`src/hdl/vhbcs_pkg.sv`:
```
// ----------------------------------------------------------------------------
// vhbcs_pkg
// shared types, constants and codes of the voxel hash best color store
// ----------------------------------------------------------------------------
package vhbcs_pkg;

    localparam int TABLE_DEPTH = 4096;
    localparam int PROBE_LIMIT = 8;
    localparam int SLOT_W      = $clog2(TABLE_DEPTH);
    localparam int PROBE_W     = $clog2(PROBE_LIMIT + 1);
    localparam int COUNT_W     = $clog2(TABLE_DEPTH + 1);

    localparam logic [31:0] HASH_PX = 32'd73856093;
    localparam logic [31:0] HASH_PY = 32'd19349663;
    localparam logic [31:0] HASH_PZ = 32'd83492791;

    localparam logic [31:0] INV_VOXEL_RESET = 32'd655360;

    // op codes
    localparam logic OP_INSERT = 1'b0;
    localparam logic OP_READ   = 1'b1;

    // status codes
    localparam logic [2:0] ST_NEW     = 3'd0;
    localparam logic [2:0] ST_REPLACE = 3'd1;
    localparam logic [2:0] ST_KEPT    = 3'd2;
    localparam logic [2:0] ST_FULL    = 3'd3;
    localparam logic [2:0] ST_VALID   = 3'd4;
    localparam logic [2:0] ST_EMPTY   = 3'd5;

    typedef enum logic [3:0] {
        S_CLEAR,
        S_IDLE,
        S_SCALE,
        S_HASH,
        S_PROBE_RD,
        S_PROBE_CHK,
        S_READ_RD,
        S_READ_CHK,
        S_OUT
    } state_t;

    // table entry payload
    typedef struct packed {
        logic [63:0] key;
        logic [31:0] x;
        logic [31:0] y;
        logic [31:0] z;
        logic [31:0] color;
        logic [15:0] score;
    } entry_t;

endpackage

```
`src/hdl/vhbcs_mul.sv`:
```
// ----------------------------------------------------------------------------
// vhbcs_mul
// shared registered 33x33 signed multiplier
// ----------------------------------------------------------------------------
module vhbcs_mul
    import vhbcs_pkg::*;
(
    input  logic               aclk,
    input  logic signed [32:0] a,
    input  logic signed [32:0] b,
    output logic signed [65:0] p_reg
);

    // one product per cycle, registered
    always_ff @(posedge aclk) begin
        p_reg <= a * b;
    end

endmodule

```
`config.mk`:
```
export PLATFORM = sky130hd
export DESIGN_NAME = vhbcs_mul
export DESIGN_NICKNAME = d
export VERILOG_FILES = /design/src/hdl/vhbcs_pkg.sv /design/src/hdl/vhbcs_mul.sv
export SDC_FILE = /design/constraint.sdc
export NUM_CORES = 2
export LEC_CHECK = 0
export ABC_CLOCK_PERIOD_IN_PS = 15100
export BUFFER_PORTS_ARGS = -buffer_cell sky130_fd_sc_hd__buf_2
export CAP_MARGIN = 15
export CORE_MARGIN = 4
export CORE_UTILIZATION = 59
export CTS_BUF_LIST = sky130_fd_sc_hd__clkbuf_2 sky130_fd_sc_hd__clkbuf_4 sky130_fd_sc_hd__clkbuf_8
export DETAILED_ROUTE_END_ITERATION = 10
export PLACE_DENSITY = 0.74
export SETUP_SLACK_MARGIN = 0.3
export SLEW_MARGIN = 20
export SYNTH_ARGS = -nofsm -noshare
export SYNTH_HDL_FRONTEND = slang
export SYNTH_SLANG_ARGS = --single-unit
```
`constraint.sdc`:
```
create_clock -name aclk -period 15.1 [get_ports aclk]
set_input_delay 0 -clock aclk [delete_from_list [all_inputs] [get_ports aclk]]
set_output_delay 0 -clock aclk [all_outputs]
set_load 0.005 [all_outputs]
```
==> flow_metrics.tcl <==
set metrics [dict create \
    end_kind "register" \
    synth_mux_area_frac 0 \
    synth_compound_area_frac 0.0407 \
    syn_nets 5767 \
    start_util 0.595 \
    cts_buffers 9 \
    crit_chain "buf_2 > nand2_1 > inv_1 > fa_1 > fa_1 > inv_1 > fa_1 > inv_1 > fa_1 > fa_1 > fa_1 > fa_1 > inv_1 > fa_1 > inv_1 > ha_1 > nand4_1 > nor3_1 > o311ai_4 > nand3_2 > a211oi_1 > a311oi_1" \
    syn_inst 4338 \
    synth_xor_area_frac 0.0146 \
    hp-start "b[0]" \
    nets 5696 \
    finalCriticalPeriod_ps 7870 \
    stdcell_area_sq_um 41900 \
    vias 28800 \
    finalWirelength_um 106000 \
    drive_gt1_frac 0.0449 \
    synth-adder-area-share 0.629 \
    hpwlAfterDp_um 86400 \
    clk_pin_slew_ps 100 \
    drt-pass1-iter-count 8 \
    cts-resized-gates 0 \
    crit_path_max_incr_delay_ps 1240 \
    dpl-instance-area_sq_um 41700 \
    synth.avg_cell_area_sq_um 9.39 \
    drtIter0Drc 1948 \
    antenna_found_initial 7 \
    cts_hold_buf 0 \
    place_congestion 0.959 \
    cts_tree "done" \
    endpoint "p_reg[64]$_DFF_P_" \
    synth_area_leader_cell "fa_1" \
    routedWlPerCell_um 20.5 \
    yosys.area_share.simple 0.158 \
    largest_reg_flops 66 \
    status "completed" \
    synth_warnings 0 \
    ioPinCount 133 \
    core_area_sq_um 68500 \
    synth.distinct_cells 80 \
    die_h_um 271 \
    hold_viol 0 \
    clockBufferDepth 2 \
    slew_headroom 0.262 \
    ys_seq_elements 66 \
    cts-root-buf "clkbuf_8" \
    crit_slowest_cell "fa_1" \
    grt_pass1_vias 32600 \
    cp_max_fo 33 \
    synth-edff-count 0 \
    slew_violations 0 \
    dieArea_sq_um 73300 \
    min_path_type "input port to register" \
    fin_tns_setup_ps 0 \
    arrival_ps 8190 \
    viasPerCell 5.59 \
    async_reset_ff_frac 0 \
    netlist_area_sq_um 40700 \
    critPathLaunch "b[6]" \
    synth_ff_type "dfxtp_1" \
    critical_path_required_ps 15420 \
    ys_seq_area_frac 0.0324 \
    final_util 0.612 \
    synth_top_family_by_area "adder cells" \
    max_freq_mhz 127 \
    setup_viol 0 \
    maxCapViolations 0 \
    synth_top_area_frac 0.563 \
    rows 96 \
    post-route-period-util 0.521 \
    grtUsageTotal 0.305 \
    worstSetupPathType "input port to register" \
    rsz0062_at_grt "no" \
    die_x_um 271 \
    tightest_slew_ps 1110 \
    synth_area_leaders "fa_1 56%, inv_1 10%, and2_1 8.6%" \
    area_growth_pct 2.86 \
    cts_setup_buffers 0 \
    htree_levels 3 \
    crit_top_cell "fa_1" \
    postRouteAntennaNets 0 \
    portBuffers 132 \
    grt_max_degree 34 \
    grt_pass1_wl_um 174000 \
    clock-sinks 66 \
    overflow 0 \
    startpoint_type "input port" \
    drc 0 \
]
-- placed cells by master (no fill, tap or decap), types with 36 or more instances in the layout --
master | synthesis | final
fa_1 | 1145 | 1145
a21oi_1 | 57 | 57
ha_1 | 217 | 217
nand2_1 | 551 | 551
inv_1 | 1131 | 1131
a21o_1 | 36 | 36
nor2_1 | 68 | 68
and2_1 | 562 | 562
buf_2 | 11 | 132
xnor2_1 | 43 | 43
dfxtp_1 | 66 | 66
-- Yosys cell counts (8+ instances only) --
library cell	number
a21o_1	36
a21oi_1	57
a31oi_1	8
and2_1	562
buf_2	11
clkbuf_1	208
dfxtp_1	66
fa_1	1145
ha_1	217
inv_1	1131
nand2_1	551
nand2b_1	12
nand3_1	25
nand4_1	11
nor2_1	68
o21ai_0	25
o21bai_1	11
xnor2_1	43
xor2_1	25
-- metrics by stage --
stage / hold WS [ps] / setup slack, ps / cells
after floorplan: 127 / 7860 / 4338
final: 198 / 7230 / 5156
after CTS: 172 / 7210 / 5154
after detailed placement: 378 / 6820 / 5138
after global routing: 210 / 6890 / 5156
after global placement: 377 / 6970 / 5138
-- layer usage --
layer / global-route usage / routed length, um / vias to the layer above
li1: - / - / 12200
met1: 0.367 / 37600 / 15100
met2: 0.535 / 54600 / 1129
met3: 0.0471 / 6910 / 363
met4: 0.155 / 6600 / 4
met5: 0.00658 / 81 / -
-- worst min-delay path by stage --
| stage | to | slack (ps) | depth (start not counted) |
|---|---|---|---|
| 2_1_floorplan | p_reg[0]$_DFF_P_ | 130 | 1 |
| 3_3_place_gp | p_reg[12] | 380 | 1 |
| 3_5_place_dp | p_reg[33] | 380 | 1 |
| 4_1_cts | p_reg[0]$_DFF_P_ | 170 | 2 |
| 5_1_grt | p_reg[0]$_DFF_P_ | 210 | 2 |
| 6_report | p_reg[0]$_DFF_P_ | 200 | 2 |
-- logic make-up (layout without fill, tap and decap cells) --
kind of cell / count (synthesis) / in the layout
AO/OA/AOI/OAI: 219 / 219
XOR/XNOR: 68 / 68
adder cells (fa/ha/maj): 1362 / 1362
buffers and inverters: 1352 / 1286
flip-flops: 66 / 66
other: 0 / 2
AND/OR/NAND/NOR: 1271 / 1271
-- area by class of cell --
cell class | count | area (sq um)
Fill cell | 5908 | 26600
Inverter | 1131 | 4250
Multi-Input combinational cell | 2920 | 34300
Sequential cell | 66 | 1320
Clock buffer | 9 | 124
Timing Repair Buffer | 139 | 713
Tap cell | 882 | 1100
Antenna cell | 2 | 5.00
Clock inverter | 7 | 70.1
-- critical path: cells and delay by family --
family	cells	cell delay [ps]
AOI/OAI and AO/OA	3	630
and+or+nand+nor	4	1220
buffers and inverters	6	1040
adders and majority gates	9	5260
Power is not shown: default switching activity piles up to over one toggle a cycle in this logic, so the estimate is an artifact.
